--- config.mk ---
export PLATFORM = sky130hd
export DESIGN_NAME = radix_integer_to_ascii
export DESIGN_NICKNAME = d
export VERILOG_FILES = /design/src/hw/rtl/ri2a_pkg.sv /design/src/hw/rtl/ri2a_ram.sv /design/src/hw/rtl/ri2a_front.sv /design/src/hw/rtl/ri2a_back.sv /design/src/hw/rtl/ri2a_rsp_queue.sv /design/src/hw/rtl/radix_integer_to_ascii.sv
export SDC_FILE = /design/constraint.sdc
export NUM_CORES = 1
export LEC_CHECK = 0
export BUFFER_PORTS_ARGS = -buffer_cell sky130_fd_sc_hd__buf_4
export CORE_UTILIZATION = 50
export CTS_CLUSTER_DIAMETER = 80
export DETAILED_ROUTE_END_ITERATION = 10
export PLACE_DENSITY = 0.66
export SLEW_MARGIN = 15
export SYNTH_ARGS = -nofsm -noshare
export SYNTH_HDL_FRONTEND = slang
export SYNTH_SLANG_ARGS = --single-unit
--- constraint.sdc ---
create_clock -name clock -period 55.7 [get_ports clock]
set_input_delay 11.14 -clock clock [delete_from_list [all_inputs] [get_ports clock]]
set_output_delay 11.14 -clock clock [all_outputs]
set_load 0.03 [all_outputs]
--- src/hw/rtl/ri2a_pkg.sv ---
// ----------------------------------------------------------------------------
// ri2a_pkg: shared types and constants
// Item and result formats, item kinds, divider step sizing and the digit
// character map of the integer to ASCII converter.
// ----------------------------------------------------------------------------
`default_nettype none

package ri2a_pkg;

   localparam int VALUE_W  = 32;
   localparam int RADIX_W  = 6;
   localparam int CHAR_W   = 7;
   localparam int COUNT_W  = 6;
   localparam int STORE_W  = 8;

   // Radix limits
   localparam logic [RADIX_W-1:0] RADIX_MIN = 6'd2;
   localparam logic [RADIX_W-1:0] RADIX_MAX = 6'd36;

   // Characters
   localparam logic [STORE_W-1:0] CHAR_ZERO = 8'd48;   // '0'
   localparam logic [STORE_W-1:0] CHAR_A    = 8'd65;   // 'A'
   localparam logic [RADIX_W-1:0] DIGIT_TEN = 6'd10;

   // Divider: quotient bits resolved per cycle
   localparam int STEP_BITS  = 8;
   localparam int DIV_CYCLES = VALUE_W / STEP_BITS;
   localparam int STEP_W     = $clog2(DIV_CYCLES);

   // Result queue
   localparam int RSP_DEPTH = 2;
   localparam int LEVEL_W   = 2;

   // Item kinds decided at the front
   localparam logic [1:0] KIND_NUM  = 2'd0;
   localparam logic [1:0] KIND_ZERO = 2'd1;
   localparam logic [1:0] KIND_BAD  = 2'd2;

   typedef struct packed {
      logic [VALUE_W-1:0] value;
      logic [RADIX_W-1:0] radix;
      logic [1:0]         kind;
   } item_type;

   typedef struct packed {
      logic [CHAR_W-1:0]  character;
      logic               last;
      logic [COUNT_W-1:0] digit_count;
      logic               bad_radix;
   } rsp_type;

   // Digit value to ASCII: 0-9 then A-Z
   function automatic logic [STORE_W-1:0] digit_char(input logic [RADIX_W-1:0] d);
      logic [STORE_W-1:0] ch;
      if (d < DIGIT_TEN) begin
         ch = CHAR_ZERO + {2'b00, d};
      end else begin
         ch = CHAR_A + {2'b00, d - DIGIT_TEN};
      end
      return ch;
   endfunction

endpackage

`default_nettype wire

--- src/hw/rtl/ri2a_ram.sv ---
// ----------------------------------------------------------------------------
// ri2a_ram: generic single-write, single-read RAM
// One write port and one read port, read data registered.
// ----------------------------------------------------------------------------
`default_nettype none

module ri2a_ram #(
   parameter  int WIDTH = 8,
   parameter  int DEPTH = 32,
   localparam int AW    = $clog2(DEPTH)
) (
   input  wire logic             clock,
   input  wire logic             wr_en,
   input  wire logic [AW-1:0]    wr_addr,
   input  wire logic [WIDTH-1:0] wr_data,
   input  wire logic             rd_en,
   input  wire logic [AW-1:0]    rd_addr,
   output logic      [WIDTH-1:0] rd_data
);

   logic [WIDTH-1:0] mem_ff [DEPTH];

   always_ff @(posedge clock) begin
      if (wr_en) begin
         mem_ff[wr_addr] <= wr_data;
      end
      if (rd_en) begin
         rd_data <= mem_ff[rd_addr];
      end
   end

endmodule

`default_nettype wire

--- src/hw/rtl/ri2a_front.sv ---
// ----------------------------------------------------------------------------
// ri2a_front: request intake
// Classifies each request (number, zero, bad radix) and holds up to two
// classified items for the back end.
// ----------------------------------------------------------------------------
`default_nettype none

module ri2a_front
   import ri2a_pkg::*;
(
   input  wire logic               clock,
   input  wire logic               reset,
   input  wire logic               req_push,
   output logic                    req_full,
   input  wire logic [VALUE_W-1:0] req_value,
   input  wire logic [RADIX_W-1:0] req_radix,
   output logic                    item_valid,
   output item_type                item,
   input  wire logic               item_take
);

   item_type   slot_ff [2];
   logic       wr_ptr_ff, wr_ptr_in;
   logic       rd_ptr_ff, rd_ptr_in;
   logic [1:0] count_ff, count_in;
   item_type   new_item;
   logic       do_push;
   logic       do_pop;

   // Classification
   always_comb begin
      new_item.value = req_value;
      new_item.radix = req_radix;
      priority if (req_radix < RADIX_MIN || req_radix > RADIX_MAX) begin
         new_item.kind = KIND_BAD;
      end else if (req_value == '0) begin
         new_item.kind = KIND_ZERO;
      end else begin
         new_item.kind = KIND_NUM;
      end
   end

   assign req_full   = (count_ff == 2'd2);
   assign item_valid = (count_ff != 2'd0);
   assign item       = slot_ff[rd_ptr_ff];
   assign do_push    = req_push && !req_full;
   assign do_pop     = item_take && item_valid;

   // Pointer and level update
   always_comb begin
      wr_ptr_in = wr_ptr_ff ^ do_push;
      rd_ptr_in = rd_ptr_ff ^ do_pop;
      count_in  = count_ff + {1'b0, do_push} - {1'b0, do_pop};
   end

   always_ff @(posedge clock) begin
      if (reset) begin
         wr_ptr_ff <= 1'b0;
         rd_ptr_ff <= 1'b0;
         count_ff  <= 2'd0;
      end else begin
         wr_ptr_ff <= wr_ptr_in;
         rd_ptr_ff <= rd_ptr_in;
         count_ff  <= count_in;
      end
   end

   always_ff @(posedge clock) begin
      if (do_push) begin
         slot_ff[wr_ptr_ff] <= new_item;
      end
   end

   // Back end only takes what is there
   a_take_valid: assert property (@(posedge clock) disable iff (reset)
      item_take |-> item_valid)
      else $error("front: item taken from an empty queue");

endmodule

`default_nettype wire

--- src/hw/rtl/ri2a_back.sv ---
// ----------------------------------------------------------------------------
// ri2a_back: conversion engine
// Iterative divider producing the digits, least significant first, into
// the digit store, then a reader that emits the digits most significant first.
// ----------------------------------------------------------------------------
`default_nettype none

module ri2a_back
   import ri2a_pkg::*;
#(
   parameter int MAX_DIGITS = 32
) (
   input  wire logic               clock,
   input  wire logic               reset,
   input  wire logic               item_valid,
   input  wire item_type           item,
   output logic                    item_take,
   input  wire logic [LEVEL_W-1:0] rsp_level,
   output logic                    rsp_push,
   output rsp_type                 rsp
);

   localparam int AW = $clog2(MAX_DIGITS);
   localparam int CW = $clog2(MAX_DIGITS + 1);

   localparam logic [1:0] S_IDLE   = 2'd0;
   localparam logic [1:0] S_DIV    = 2'd1;
   localparam logic [1:0] S_EMIT   = 2'd2;
   localparam logic [1:0] S_DIRECT = 2'd3;

   logic [1:0]         state_ff, state_in;
   logic [VALUE_W-1:0] quo_ff, quo_in;
   logic [RADIX_W-1:0] rem_ff, rem_in;
   logic [RADIX_W-1:0] radix_ff, radix_in;
   logic [STEP_W-1:0]  step_ff, step_in;
   logic [CW-1:0]      cnt_ff, cnt_in;
   logic [AW-1:0]      pos_ff, pos_in;
   logic               inflight_ff, inflight_in;
   logic               rd_last_ff, rd_last_in;
   logic [COUNT_W-1:0] rd_cnt_ff, rd_cnt_in;
   rsp_type            direct_ff, direct_in;

   logic [VALUE_W-1:0] div_quo_c;
   logic [RADIX_W-1:0] div_rem_c;
   logic               space;
   logic               wr_en;
   logic [AW-1:0]      wr_addr;
   logic [STORE_W-1:0] wr_data;
   logic               rd_en;
   logic [STORE_W-1:0] rd_data;

   // Divider: STEP_BITS restoring steps per cycle on a narrow remainder
   always_comb begin
      logic [RADIX_W:0]   t;
      logic [RADIX_W-1:0] r;
      logic [VALUE_W-1:0] q;
      r = rem_ff;
      q = quo_ff;
      for (int i = 0; i < STEP_BITS; i++) begin
         t = {r, q[VALUE_W-1]};
         q = {q[VALUE_W-2:0], 1'b0};
         if (t >= {1'b0, radix_ff}) begin
            t    = t - {1'b0, radix_ff};
            q[0] = 1'b1;
         end
         r = t[RADIX_W-1:0];
      end
      div_quo_c = q;
      div_rem_c = r;
   end

   // Room in the result queue, counting a read still in flight
   assign space = ({1'b0, rsp_level} + {{LEVEL_W{1'b0}}, inflight_ff})
                  < (LEVEL_W+1)'(RSP_DEPTH);

   // Sequencer
   always_comb begin
      state_in    = state_ff;
      quo_in      = quo_ff;
      rem_in      = rem_ff;
      radix_in    = radix_ff;
      step_in     = step_ff;
      cnt_in      = cnt_ff;
      pos_in      = pos_ff;
      inflight_in = 1'b0;
      rd_last_in  = rd_last_ff;
      rd_cnt_in   = rd_cnt_ff;
      direct_in   = direct_ff;
      item_take   = 1'b0;
      wr_en       = 1'b0;
      wr_addr     = cnt_ff[AW-1:0];
      wr_data     = digit_char(div_rem_c);
      rd_en       = 1'b0;
      unique case (state_ff)
         S_IDLE: begin
            if (item_valid) begin
               item_take = 1'b1;
               quo_in    = item.value;
               radix_in  = item.radix;
               rem_in    = '0;
               step_in   = '0;
               cnt_in    = '0;
               if (item.kind == KIND_NUM) begin
                  state_in = S_DIV;
               end else if (item.kind == KIND_ZERO) begin
                  direct_in.character   = CHAR_ZERO[CHAR_W-1:0];
                  direct_in.last        = 1'b1;
                  direct_in.digit_count = COUNT_W'(1);
                  direct_in.bad_radix   = 1'b0;
                  state_in              = S_DIRECT;
               end else begin
                  direct_in.character   = '0;
                  direct_in.last        = 1'b1;
                  direct_in.digit_count = '0;
                  direct_in.bad_radix   = 1'b1;
                  state_in              = S_DIRECT;
               end
            end
         end
         S_DIV: begin
            if (step_ff == STEP_W'(DIV_CYCLES - 1)) begin
               // digit complete: store it and go on or finish
               wr_en  = 1'b1;
               cnt_in = cnt_ff + CW'(1);
               if (div_quo_c == '0 || cnt_ff == CW'(MAX_DIGITS - 1)) begin
                  pos_in   = cnt_ff[AW-1:0];
                  state_in = S_EMIT;
               end else begin
                  quo_in  = div_quo_c;
                  rem_in  = '0;
                  step_in = '0;
               end
            end else begin
               quo_in  = div_quo_c;
               rem_in  = div_rem_c;
               step_in = step_ff + STEP_W'(1);
            end
         end
         S_EMIT: begin
            if (space) begin
               rd_en       = 1'b1;
               inflight_in = 1'b1;
               rd_last_in  = (pos_ff == '0);
               rd_cnt_in   = cnt_ff[COUNT_W-1:0];
               if (pos_ff == '0) begin
                  state_in = S_IDLE;
               end else begin
                  pos_in = pos_ff - AW'(1);
               end
            end
         end
         S_DIRECT: begin
            if (space && !inflight_ff) begin
               state_in = S_IDLE;
            end
         end
         default: begin
            state_in = S_IDLE;
         end
      endcase
   end

   // Result transfer into the queue: store read return or direct result
   always_comb begin
      if (inflight_ff) begin
         rsp_push         = 1'b1;
         rsp.character    = rd_data[CHAR_W-1:0];
         rsp.last         = rd_last_ff;
         rsp.digit_count  = rd_last_ff ? rd_cnt_ff : '0;
         rsp.bad_radix    = 1'b0;
      end else begin
         rsp_push = (state_ff == S_DIRECT) && space;
         rsp      = direct_ff;
      end
   end

   always_ff @(posedge clock) begin
      if (reset) begin
         state_ff    <= S_IDLE;
         inflight_ff <= 1'b0;
      end else begin
         state_ff    <= state_in;
         inflight_ff <= inflight_in;
      end
   end

   always_ff @(posedge clock) begin
      quo_ff     <= quo_in;
      rem_ff     <= rem_in;
      radix_ff   <= radix_in;
      step_ff    <= step_in;
      cnt_ff     <= cnt_in;
      pos_ff     <= pos_in;
      rd_last_ff <= rd_last_in;
      rd_cnt_ff  <= rd_cnt_in;
      direct_ff  <= direct_in;
   end

   // Digit store
   ri2a_ram #(
      .WIDTH (STORE_W),
      .DEPTH (MAX_DIGITS)
   ) u_store (
      .clock   (clock),
      .wr_en   (wr_en),
      .wr_addr (wr_addr),
      .wr_data (wr_data),
      .rd_en   (rd_en),
      .rd_addr (pos_ff),
      .rd_data (rd_data)
   );

   // Never push into a full result queue
   a_no_overflow: assert property (@(posedge clock) disable iff (reset)
      rsp_push |-> (rsp_level != LEVEL_W'(RSP_DEPTH)))
      else $error("back: result pushed into a full queue");

   // Partial remainder stays below the radix while dividing
   a_rem_range: assert property (@(posedge clock) disable iff (reset)
      (state_ff == S_DIV) |-> (rem_ff < radix_ff))
      else $error("back: remainder out of range");

   // A store read is only issued while emitting
   a_read_origin: assert property (@(posedge clock) disable iff (reset)
      inflight_ff |-> ($past(state_ff) == S_EMIT))
      else $error("back: read return without an emit cycle");

endmodule

`default_nettype wire

--- src/hw/rtl/ri2a_rsp_queue.sv ---
// ----------------------------------------------------------------------------
// ri2a_rsp_queue: result queue
// Two-entry queue between the engine and the result port; presents the
// oldest result while not empty.
// ----------------------------------------------------------------------------
`default_nettype none

module ri2a_rsp_queue
   import ri2a_pkg::*;
(
   input  wire logic                clock,
   input  wire logic                reset,
   input  wire logic                push,
   input  wire rsp_type             push_data,
   output logic [LEVEL_W-1:0]       level,
   output logic                     empty,
   input  wire logic                pop,
   output rsp_type                  head
);

   rsp_type             slot_ff [RSP_DEPTH];
   logic                wr_ptr_ff, wr_ptr_in;
   logic                rd_ptr_ff, rd_ptr_in;
   logic [LEVEL_W-1:0]  level_ff, level_in;
   logic                do_pop;

   assign level  = level_ff;
   assign empty  = (level_ff == '0);
   assign head   = slot_ff[rd_ptr_ff];
   assign do_pop = pop && !empty;

   // Pointer and level update
   always_comb begin
      wr_ptr_in = wr_ptr_ff ^ push;
      rd_ptr_in = rd_ptr_ff ^ do_pop;
      level_in  = level_ff + {{(LEVEL_W-1){1'b0}}, push}
                           - {{(LEVEL_W-1){1'b0}}, do_pop};
   end

   always_ff @(posedge clock) begin
      if (reset) begin
         wr_ptr_ff <= 1'b0;
         rd_ptr_ff <= 1'b0;
         level_ff  <= '0;
      end else begin
         wr_ptr_ff <= wr_ptr_in;
         rd_ptr_ff <= rd_ptr_in;
         level_ff  <= level_in;
      end
   end

   always_ff @(posedge clock) begin
      if (push) begin
         slot_ff[wr_ptr_ff] <= push_data;
      end
   end

   // Level never passes the depth
   a_level_range: assert property (@(posedge clock) disable iff (reset)
      level_ff <= LEVEL_W'(RSP_DEPTH))
      else $error("rsp queue: level beyond depth");

endmodule

`default_nettype wire

--- src/hw/rtl/radix_integer_to_ascii.sv ---
// ----------------------------------------------------------------------------
// radix_integer_to_ascii: unsigned 32-bit integer to ASCII in radix 2..36
// Queue-style request and result ports; one result per character.
// ----------------------------------------------------------------------------
// Each request gives a 32-bit value and a radix; the block returns the digits
// most significant first as ASCII ('0'-'9', 'A'-'Z'), one result per
// character, with last and the digit count on the final one. A zero value
// returns '0'; a radix outside 2..36 returns a single result with bad_radix
// set and character 0. Up to two requests queue at the input. Conversion
// runs one request at a time: the single divider resolves 8 quotient bits
// per cycle into each digit, then each character is read back from the
// registered-read digit store as room in the two-entry result queue allows.
// ----------------------------------------------------------------------------
`default_nettype none

module radix_integer_to_ascii
   import ri2a_pkg::*;
#(
   parameter int MAX_DIGITS = 32
) (
   input  wire logic               clock,
   input  wire logic               reset,
   input  wire logic               req_push,
   output logic                    req_full,
   input  wire logic [VALUE_W-1:0] req_value,
   input  wire logic [RADIX_W-1:0] req_radix,
   output logic                    rsp_empty,
   input  wire logic               rsp_pop,
   output logic [CHAR_W-1:0]       rsp_character,
   output logic                    rsp_last,
   output logic [COUNT_W-1:0]      rsp_digit_count,
   output logic                    rsp_bad_radix
);

   item_type           item;
   logic               item_valid;
   logic               item_take;
   logic [LEVEL_W-1:0] rsp_level;
   logic               rsp_push;
   rsp_type            rsp_in;
   rsp_type            rsp_head;

   // Intake and classification
   ri2a_front u_front (
      .clock      (clock),
      .reset      (reset),
      .req_push   (req_push),
      .req_full   (req_full),
      .req_value  (req_value),
      .req_radix  (req_radix),
      .item_valid (item_valid),
      .item       (item),
      .item_take  (item_take)
   );

   // Conversion engine
   ri2a_back #(
      .MAX_DIGITS (MAX_DIGITS)
   ) u_back (
      .clock      (clock),
      .reset      (reset),
      .item_valid (item_valid),
      .item       (item),
      .item_take  (item_take),
      .rsp_level  (rsp_level),
      .rsp_push   (rsp_push),
      .rsp        (rsp_in)
   );

   // Result queue
   ri2a_rsp_queue u_rsp_queue (
      .clock     (clock),
      .reset     (reset),
      .push      (rsp_push),
      .push_data (rsp_in),
      .level     (rsp_level),
      .empty     (rsp_empty),
      .pop       (rsp_pop),
      .head      (rsp_head)
   );

   assign rsp_character   = rsp_head.character;
   assign rsp_last        = rsp_head.last;
   assign rsp_digit_count = rsp_head.digit_count;
   assign rsp_bad_radix   = rsp_head.bad_radix;

endmodule

`default_nettype wire
==> results of run 1 <==
worst min-delay path by stage:
stage	start	end	slack [ns]	cells after the start
2_1_floorplan	u_back.cnt_ff[4]	u_back.rd_cnt_ff[4]	0.42	0
3_3_place_gp	u_back.state_ff[0]	u_back.state_ff[0]	0.51	2
3_5_place_dp	u_back.state_ff[0]	u_back.state_ff[0]	0.52	2
4_1_cts	u_back.state_ff[0]	u_back.state_ff[0]	0.53	2
5_1_grt	u_back.state_ff[0]	u_back.state_ff[0]	0.55	2
6_report	u_back.state_ff[0]	u_back.state_ff[0]	0.53	2
area by class of cell:
| cell class | instances | share of cell area |
|---|---|---|
| repair buffers | 72 | 0.0249 |
| multi-input cells | 730 | 0.302 |
| clock buffers | 54 | 0.0535 |
| flip-flops and latches | 418 | 0.569 |
| clock inverters | 25 | 0.0103 |
| inverters | 65 | 0.0112 |
| well taps | 511 | 0.0292 |
registers in the layout (all words and copies together), names as in the netlist, 7 cells and up:
signal / cells
u_back.u_store.mem_ff: 224
u_back.quo_ff: 32
u_rsp_queue.slot_ff: 30
u_front.slot_ff: 80
u_back.u_store.rd_data: 7
cells in the mapped netlist, drive strengths merged (23+ instances only):
cell type,instances,area share
a21oi,36,0.0095
clkbuf,33,0.0064
edfxtp,407,0.63
ha,71,0.046
inv,65,0.013
mux2,42,0.024
mux2i,45,0.023
mux4,70,0.081
nand2,69,0.013
nor2,81,0.016
nor2b,23,0.0074
o21ai,65,0.017
xnor2,31,0.014
placed cells by master (no fill, tap or decap), drive strengths merged, types with 45 or more instances in the layout:
cell / netlist / routed
inv: 65 / 68
edfxtp: 407 / 407
clkbuf: 33 / 54
o21ai: 65 / 65
nor2: 81 / 81
ha: 71 / 71
buf: 11 / 72
mux2i: 45 / 45
mux4: 70 / 70
nand2: 69 / 69
cells by family (layout without fill, tap and decap cells):
logic type | count (synthesis) | after routing
DFF | 418 | 418
and+or+nand+nor | 282 | 282
AOI/OAI and AO/OA | 167 | 167
muxes | 157 | 157
buffers and inverters | 109 | 216
adders and majority gates | 81 | 81
xor gates and xnor gates | 43 | 43
per-stage QoR:
step            util  cell area [um^2]  setup WS [ns]  instances  hold WS, ns
6_report       0.576             21900          35.89       1875        0.530
5_1_grt        0.576             21900          33.83       1875        0.555
4_1_cts        0.576             21800          35.75       1874        0.530
3_5_place_dp   0.539             20500          35.82       1795        0.523
3_3_place_gp   0.539             20500          36.68       1795        0.510
2_1_floorplan      -             19400          37.74       1257        0.424
tightest hold or removal path, delay by kind of cell (launching register included):
kind | cells | cell delay [ns]
flops | 1 | 0.35
simple gates | 1 | 0.08
mux | 1 | 0.05
layer usage:
metal | part of all wire | vias to the layer above | routed length (um) | global-route usage
met5 | 0 | - | 0 | 0
met4 | 0.021 | 0 | 815 | 0.0547
met3 | 0.065 | 53 | 2540 | 0.0446
met2 | 0.46 | 271 | 17900 | 0.324
met1 | 0.46 | 5212 | 18000 | 0.293
li1 | - | 4990 | - | -
==> results.sh, run 1 <==
export IMPL_boundaryPins=59
export IMPL_critical_path_top_delay_family="compound AO/OA/AOI/OAI gates"
export IMPL_dr_total_vias=10500
export IMPL_antenna_left=0
export IMPL_cts_resized=0
export IMPL_final_period_utilization=0.356
export IMPL_grt_antenna_before_repair=0
export IMPL_synth_seq_area_share=0.642
export IMPL_fin_nets=1451
export IMPL_worst_setup_path_startpoint="u_back.radix_ff[1]"
export IMPL_setup_violating_endpoint_count_in_the_final_report=0
export IMPL_ctsLongestPathBuffers=3
export IMPL_globalRoute_totalOverflow=0
export IMPL_max_slew_worst_pin_slew_ns=1.06
export IMPL_routed_wire_length_per_instance_um=20.9
export IMPL_detail_route_first_pass_iterations=6
export IMPL_skew_ns=0.0246
export IMPL_rsz_0062_raised_after_global_routing="no"
export IMPL_tns_ns=0
export IMPL_path_common_cell="o21ai_0"
export IMPL_cts_buffers=43
export IMPL_synth_seq_cells=418
export IMPL_die_outline_area_um2=39600
export IMPL_grt_start_max_net_pins=74
export IMPL_placeableCoreArea_um2=37900
export IMPL_postSynth_asyncResetShare=0
export IMPL_drcViolationCount=0
export IMPL_worstHoldPathType="reg2reg"
export IMPL_clockRootBuffer="clkbuf_16"
export IMPL_cts_hold_buffers=0
export IMPL_route_final_wire_length_um=39300
export IMPL_synthMuxAreaShare=0.129
export IMPL_min_period_ns=19.81
export IMPL_antenna_diode_count=0
export IMPL_finalMaxSlewViolations=0
export IMPL_share_of_post_route_cells_with_drive_strength_above_1=0.210
export IMPL_critical_path_endpoint="u_back.u_store.mem_ff[26][3]"
export IMPL_timing_critical_path_from_type="flip-flop"
export IMPL_cts_num_sinks=418
export IMPL_worstPathRequired_ns=56.03
export IMPL_synthesis_area_um2=19400
export IMPL_crit_cells=79
export IMPL_syn_nets=1378
export IMPL_detailedRoute_firstIterationViolations=754
export IMPL_register_area_um2=12400
export IMPL_die_w_um=199
export IMPL_hold_viol_final=0
export IMPL_reg2regPathDepth=79
export IMPL_cts_clk_slew_worst_paths_ns=0.06
export IMPL_worst_skew_pair_late_latency_ns=0.55
export IMPL_cts_htree_levels=2
export IMPL_num_fill_cells=2860
export IMPL_crit_reg2reg_launch="u_back.radix_ff[1]"
export IMPL_yosysWarningCount=0
export IMPL_synth_xor_area_frac=0.0194
export IMPL_reg2reg_setup_slack_ns=35.89
export IMPL_critPathKind="reg2reg"
export IMPL_timing_critical_path_to_type="flip-flop"
export IMPL_place_hpwl_um=27000
export IMPL_via_per_inst=5.61
export IMPL_library_cells_used_by_synthesis=85
export IMPL_synthSimpleGateAreaFrac=0.0731
export IMPL_post_cts_repair_setup_buffers=0
export IMPL_synth_adder_area_share=0.0552
export IMPL_synth_edf_count=407
export IMPL_combinational_family_with_the_most_area_after_synthesis="multiplexers"
export IMPL_synth_compound_area_share=0.0597
export IMPL_wire_length_of_the_first_global_routing_pass_um=60900
export IMPL_grt_pass1_vias=10700
export IMPL_flow_area_growth_from_synthesis_pct=12.8
export IMPL_fmax_ghz=0.0505
export IMPL_crit_fanout=24
export IMPL_routability_congestion=0.887
export IMPL_crit_path_top_delay_cell="edfxtp_1"
export IMPL_syn_inst=1257
export IMPL_timing_max_slew_rel_slack=0.293
export IMPL_critical_path_arrival_ns=20.14
export IMPL_crit_path_max_incr_delay_ns=0.68
export IMPL_synthesis_area_per_instance_um2=15.4
export IMPL_starting_density_of_the_core=0.511
export IMPL_multiInputGateArea_um2=6600
export IMPL_die_h_um=199
export IMPL_drv_max_cap_violation_count=0
export IMPL_globalRouteTotalUtil=0.207
export IMPL_place_port_buffers=58
export IMPL_synth_main_ff_cell="edfxtp_1"
export IMPL_row_count=71
export IMPL_critPathBufInv=8
export IMPL_reg2reg_to="u_back.u_store.mem_ff[26][3]"
export IMPL_cts_tree="yes"
export IMPL_status="finished, final reports clean"
Power of run 1 is left out: the tool's default activity adds up to more than one toggle a clock period on the data nets, which glitch-free logic cannot reach.
==> inputs of run 2 (changes only) <==
- ABC_AREA: default -> 1
- PLACE_DENSITY: 0.66 -> 0.69
- clock period: 55.7 -> 18.1 ns (I/O delays scaled with it)
==> run 2 against run 1 <==
  * Worst setup slack lost 34 ns
  * Non-clock buffer count increased by 1
  * Critical path type unchanged
  * Wire length is 18% higher
  * Sequential share of layout area shrank 0.50 points
  * First-iteration DRC count is 45% higher
  * Cell area rose by 0.88%
  * Fmax increased by 21%
  * Core utilization is 0.83 points lower
  * Synthesized area is 1.9% higher
==> results.sh, run 2 <==
export IMPL_status="finished, final reports clean"
export IMPL_synthesis_area_per_instance_um2=10.9
export IMPL_detail_route_first_pass_iterations=8
export IMPL_grt_antenna_before_repair=0
export IMPL_setup_violating_endpoint_count_in_the_final_report=0
export IMPL_cts_num_sinks=418
export IMPL_netlist_area_leader_share=0.619
export IMPL_num_fill_cells=3276
export IMPL_critPathKind="reg2reg"
export IMPL_post_cts_repair_setup_buffers=0
export IMPL_clockRootBuffer="clkbuf_16"
export IMPL_worstHoldPathType="reg2reg"
export IMPL_ys_top_cells_by_area="edfxtp_1 (62%), nand2_1 (5.8%), nor2_1 (4.5%)"
export IMPL_largest_reg_flops=224
export IMPL_rsz_0062_raised_after_global_routing="no"
export IMPL_place_port_buffers=58
export IMPL_registers_top_by_ff_count="u_back.u_store.mem_ff"
export IMPL_worstPathRequired_ns=18.47
export IMPL_tns_ns=0
export IMPL_finalMaxSlewViolations=0
export IMPL_path_common_cell="a21oi_1"
export IMPL_final_period_utilization=0.907
export IMPL_die_w_um=201
export IMPL_timing_critical_path_from_type="flip-flop"
export IMPL_globalRouteTotalUtil=0.232
export IMPL_critPathBufInv=11
export IMPL_layout_common_cells="edfxtp_1 (407), nand2_1 (304), nor2_1 (237), o21ai_0 (160), inv_1 (136)"
export IMPL_timing_max_slew_rel_slack=0.270
export IMPL_fmax_ghz=0.0609
export IMPL_register_area_um2=12400
export IMPL_wire_length_of_the_first_global_routing_pass_um=72300
export IMPL_ctsLongestPathBuffers=3
export IMPL_grt_pass1_vias=13100
export IMPL_cts_clk_slew_worst_paths_ns=0.06
export IMPL_crit_path_max_incr_delay_ns=0.70
export IMPL_skew_ns=0.0204
export IMPL_row_count=72
export IMPL_max_slew_worst_pin_slew_ns=1.09
export IMPL_globalRoute_totalOverflow=0
export IMPL_post_synth_top_count_cell="edfxtp_1"
export IMPL_placeableCoreArea_um2=38800
export IMPL_route_final_wire_length_um=46500
export IMPL_min_period_ns=16.42
export IMPL_drcViolationCount=0
export IMPL_syn_nets=1925
export IMPL_library_cells_used_by_synthesis=51
export IMPL_cts_buffers=43
export IMPL_boundaryPins=59
export IMPL_synthesis_area_um2=19800
export IMPL_die_h_um=201
export IMPL_antenna_left=0
export IMPL_yosysTopAreaCell="edfxtp_1"
export IMPL_flow_area_growth_from_synthesis_pct=11.7
export IMPL_worst_hold_depth=1
export IMPL_critical_path_arrival_ns=16.79
export IMPL_crit_path_top_delay_cell="edfxtp_1"
export IMPL_reg2regPathDepth=84
export IMPL_whs_endpoint="u_front.count_ff[1]"
export IMPL_dr_total_vias=13600
export IMPL_syn_inst=1804
export IMPL_final_core_utilization=0.568
export IMPL_timing_critical_path_to_type="flip-flop"
export IMPL_largest_registers="u_back.u_store.mem_ff (224), u_front.slot_ff (80), u_back.quo_ff (32)"
export IMPL_startpoint_of_the_most_critical_hold_path="u_front.count_ff[1]"
export IMPL_cts_tree="yes"
export IMPL_crit_reg2reg_launch="u_back.radix_ff[1]"
export IMPL_detailedRoute_firstIterationViolations=1095
export IMPL_drv_max_cap_violation_count=0
export IMPL_reg2reg_to="u_back.u_store.mem_ff[16][1]"
export IMPL_routability_congestion=0.929
export IMPL_hold_viol_final=0
export IMPL_crit_fanout=20
export IMPL_reg2reg_setup_slack_ns=1.68
export IMPL_share_of_post_route_cells_with_drive_strength_above_1=0.110
export IMPL_starting_density_of_the_core=0.509
export IMPL_cts_htree_levels=2
export IMPL_postSynth_asyncResetShare=0
export IMPL_synth_cells_most_frequent="edfxtp_1 (407), nand2_1 (305), nor2_1 (238)"
export IMPL_routed_wire_length_per_instance_um=19.4
export IMPL_synth_seq_cells=418
export IMPL_synth_main_ff_cell="edfxtp_1"
export IMPL_worst_skew_pair_late_latency_ns=0.57
export IMPL_synth_edf_count=407
export IMPL_synth_seq_area_share=0.630
export IMPL_via_per_inst=5.65
export IMPL_critical_path_top_delay_family="compound AO/OA/AOI/OAI gates"
export IMPL_place_hpwl_um=30300
export IMPL_fin_nets=1972
export IMPL_multiInputGateArea_um2=6540
export IMPL_yosysWarningCount=0
export IMPL_die_outline_area_um2=40300
export IMPL_layout_cells_most_common="edfxtp_1"
export IMPL_antenna_diode_count=0
export IMPL_grt_start_max_net_pins=83
-- run 2: changes by cell type after synthesis, moves of 18 or more --
cell      change
inv_1        +74
nand3_1      +46
nor2b_1      -23
nand2_1     +236
nor2_1      +158
mux2i_1      -43
clkbuf_1     +30
mux4_2       -70
o22ai_1      +39
o221ai_1     +21
a21oi_1      +47
nand2_2      +18
o21ai_0     +100
mux2_2       -41
-- run 2: repair_timing --
item / in CTS / in global routing
gates resized for setup: 0 / 1
setup endpoints to repair: 0 / 32
hold buffers: 0 / 0
-- run 2: cell families (layout without fill, tap and decap cells) --
kind of cell | Yosys count | count (layout) | synth area share
adder cells (fa/ha/maj) | 79 | 79 | 0.0531
flip-flops | 418 | 418 | 0.630
multiplexers | 1 | 1 | 0.000507
AO/OA/AOI/OAI | 356 | 356 | 0.102
AND/OR/NAND/NOR | 697 | 697 | 0.155
buffers and inverters | 216 | 296 | 0.0423
XOR/XNOR | 37 | 37 | 0.0164
-- run 2: area by class of cell --
cell class / instances / share of cell area
Tap cell: 518 / 0.0294
Timing Repair Buffer: 73 / 0.0248
Sequential cell: 418 / 0.564
Clock buffer: 50 / 0.0500
Multi-Input combinational cell: 1170 / 0.296
Clock inverter: 28 / 0.0106
Inverter: 145 / 0.0247
-- run 2: worst max-delay path by stage --
| stage | cells after the start | to | slack, ns | start |
|---|---|---|---|---|
| 6_report | 84 | u_back.u_store.mem_ff[16][1] | 1.68 | u_back.radix_ff[1] |
| 5_1_grt | 83 | u_back.u_store.mem_ff[16][1] | 0.16 | u_back.radix_ff[1] |
| 4_1_cts | 84 | u_back.u_store.mem_ff[18][4] | 1.64 | u_back.radix_ff[1] |
| 3_5_place_dp | 84 | u_back.u_store.mem_ff[15][4] | 1.76 | u_back.radix_ff[1] |
| 3_3_place_gp | 84 | u_back.u_store.mem_ff[12][4] | 2.47 | u_back.radix_ff[1] |
| 2_1_floorplan | 87 | u_back.u_store.mem_ff[0][1] | 3.51 | u_back.radix_ff[1] |
-- run 2: routing by layer --
layer  vias to the layer above  track usage  routed length [um]
met5                         -            0                   0
li1                       6454            -                   -
met3                        82       0.0481                3580
met1                      6516        0.324               20500
met2                       512        0.368               21500
met4                         0       0.0654                 979
-- run 2: stage by stage --
step / cells / setup WS, ns / cell area [um^2] / hold WS (ns)
after global routing: 2402 / 0.164 / 22100 / 0.521
final: 2402 / 1.68 / 22100 / 0.488
after floorplan: 1804 / 3.51 / 19800 / 0.424
after CTS: 2402 / 1.64 / 22000 / 0.484
after detailed placement: 2324 / 1.76 / 20700 / 0.473
after global placement: 2324 / 2.47 / 20700 / 0.457
Power of run 2 is left out for the same reason.
==> inputs of run 3 (changes only) <==
- CORE_ASPECT_RATIO: default -> 1.25
- CORE_MARGIN: default -> 8
==> run 3 against run 2 <==
  * Sequential share of layout area is 0.090 points higher
  * Largest cell class unchanged
  * Highest routed layer unchanged
  * Critical endpoint is now u_back.u_store.mem_ff[3][5]
  * Wire length is 1.5% higher
  * First-iteration DRC count is 21% lower
  * Core utilization is 0.37 points lower
  * Flip-flop and latch count stayed put
  * Clock skew is 0.0037 ns lower
==> results.sh, run 3 (synthesized netlist as in run 2, its figures left out) <==
export IMPL_starting_density_of_the_core=0.506
export IMPL_max_slew_worst_pin_slew_ns=1.07
export IMPL_die_w_um=194
export IMPL_share_of_post_route_cells_with_drive_strength_above_1=0.110
export IMPL_drv_max_cap_violation_count=0
export IMPL_crit_path_top_delay_cell="edfxtp_1"
export IMPL_setup_violating_endpoint_count_in_the_final_report=0
export IMPL_layout_cells_most_common="edfxtp_1"
export IMPL_boundaryPins=59
export IMPL_cts_hold_buffers=0
export IMPL_row_count=81
export IMPL_routed_top_layer="met4"
export IMPL_registers_top_by_ff_count="u_back.u_store.mem_ff"
export IMPL_crit_path_max_incr_delay_ns=0.68
export IMPL_die_outline_area_um2=46200
export IMPL_cts_buffers=41
export IMPL_cts_num_sinks=418
export IMPL_globalRoute_totalOverflow=0
export IMPL_fmax_ghz=0.0613
export IMPL_place_port_buffers=58
export IMPL_cts_htree_levels=2
export IMPL_final_period_utilization=0.902
export IMPL_multiInputGateArea_um2=6530
export IMPL_largest_registers="u_back.u_store.mem_ff (224), u_front.slot_ff (80), u_back.quo_ff (32)"
export IMPL_largest_reg_flops=224
export IMPL_post_cts_repair_setup_buffers=0
export IMPL_critical_path_top_delay_family="compound AO/OA/AOI/OAI gates"
export IMPL_routability_congestion=0.937
export IMPL_path_common_cell="nand2_1"
export IMPL_critPathKind="reg2reg"
export IMPL_register_area_um2=12400
export IMPL_placeableCoreArea_um2=39000
export IMPL_detail_route_first_pass_iterations=5
export IMPL_antenna_left=0
export IMPL_wire_length_of_the_first_global_routing_pass_um=73600
export IMPL_layout_common_cells="edfxtp_1 (407), nand2_1 (305), nor2_1 (238), o21ai_0 (160), inv_1 (136)"
export IMPL_num_fill_cells=3203
export IMPL_critical_path_arrival_ns=16.69
export IMPL_reg2regPathDepth=85
export IMPL_crit_cells=85
export IMPL_grt_start_max_net_pins=100
export IMPL_drcViolationCount=0
export IMPL_grt_pass1_vias=13200
export IMPL_route_layer_met1_wl_um=18700
export IMPL_min_period_ns=16.32
export IMPL_globalRouteTotalUtil=0.201
export IMPL_via_per_inst=5.61
export IMPL_clockRootBuffer="clkbuf_16"
export IMPL_cts_clk_slew_worst_paths_ns=0.06
export IMPL_worstPathRequired_ns=18.48
export IMPL_dr_total_vias=13400
export IMPL_fin_nets=1973
export IMPL_place_hpwl_um=31700
export IMPL_timing_critical_path_from_type="flip-flop"
export IMPL_critPathBufInv=11
export IMPL_sum_of_met2_wire_segment_lengths_after_detailed_routing_um=24500
export IMPL_routed_wire_length_per_instance_um=19.8
export IMPL_tns_ns=0
export IMPL_rsz_0062_raised_after_global_routing="no"
export IMPL_route_final_wire_length_um=47200
export IMPL_cts_tree="yes"
export IMPL_detailedRoute_firstIterationViolations=869
export IMPL_skew_ns=0.0167
export IMPL_worstHoldPathType="reg2reg"
export IMPL_worst_skew_pair_late_latency_ns=0.55
export IMPL_crit_fanout=17
export IMPL_ctsLongestPathBuffers=3
export IMPL_worst_hold_depth=1
export IMPL_grt_antenna_before_repair=0
export IMPL_routed_wl_met3_um=2170
export IMPL_cts_resized=0
export IMPL_die_h_um=238
export IMPL_timing_critical_path_to_type="flip-flop"
export IMPL_timing_max_slew_rel_slack=0.284
export IMPL_finalMaxSlewViolations=0
export IMPL_flow_area_growth_from_synthesis_pct=11.5
export IMPL_status="finished, final reports clean"
export IMPL_hold_viol_final=0
==> run 3: path summary, 6_finish.rpt <==
kind	start	endpoint	slack (ns)
worst min-delay path	u_front.count_ff[1]	u_front.count_ff[1]	0.48
worst max register to register	u_back.radix_ff[1]	u_back.u_store.mem_ff[3][5]	1.78
worst max-delay path	u_back.radix_ff[1]	u_back.u_store.mem_ff[3][5]	1.78
worst min register to register	u_front.count_ff[1]	u_front.count_ff[1]	0.48
==> run 3: through the flow <==
step                      instance area, um^2  instances  hold slack (ns)  utilization  worst slack (ns)
final                                   22000       2383            0.478        0.564              1.78
after floorplan                         19800       1804            0.424            -              3.51
after global placement                  20700       2307            0.463        0.530              2.50
after detailed placement                20700       2307            0.469        0.530              1.89
after global routing                    22000       2382            0.495        0.564             0.333
after CTS                               22000       2382            0.483        0.564              1.82
==> run 3: worst register-to-register path: cells and delay by family (launching register included) <==
family                     cells  cell delay, ns
AOI/OAI and AO/OA             31            6.18
adders and majority gates      9            2.88
buffers and inverters         11            1.76
DFF                            1            0.68
and+or+nand+nor               34            4.66
==> run 3: routing by layer <==
layer,global-route usage,vias up
met2,0.373,391
li1,-,6460
met4,0.0831,0
met3,0.0269,86
met5,0,-
met1,0.232,6435
==> run 3: area by class of cell <==
| class | instances | share of cell area |
|---|---|---|
| Antenna cell | 1 | 0.000114 |
| Clock buffer | 51 | 0.0493 |
| Clock inverter | 24 | 0.0101 |
| Inverter | 145 | 0.0247 |
| Multi-Input combinational cell | 1170 | 0.297 |
| Sequential cell | 418 | 0.565 |
| Tap cell | 498 | 0.0283 |
| Timing Repair Buffer | 76 | 0.0259 |
Power of run 3 is left out for the same reason.
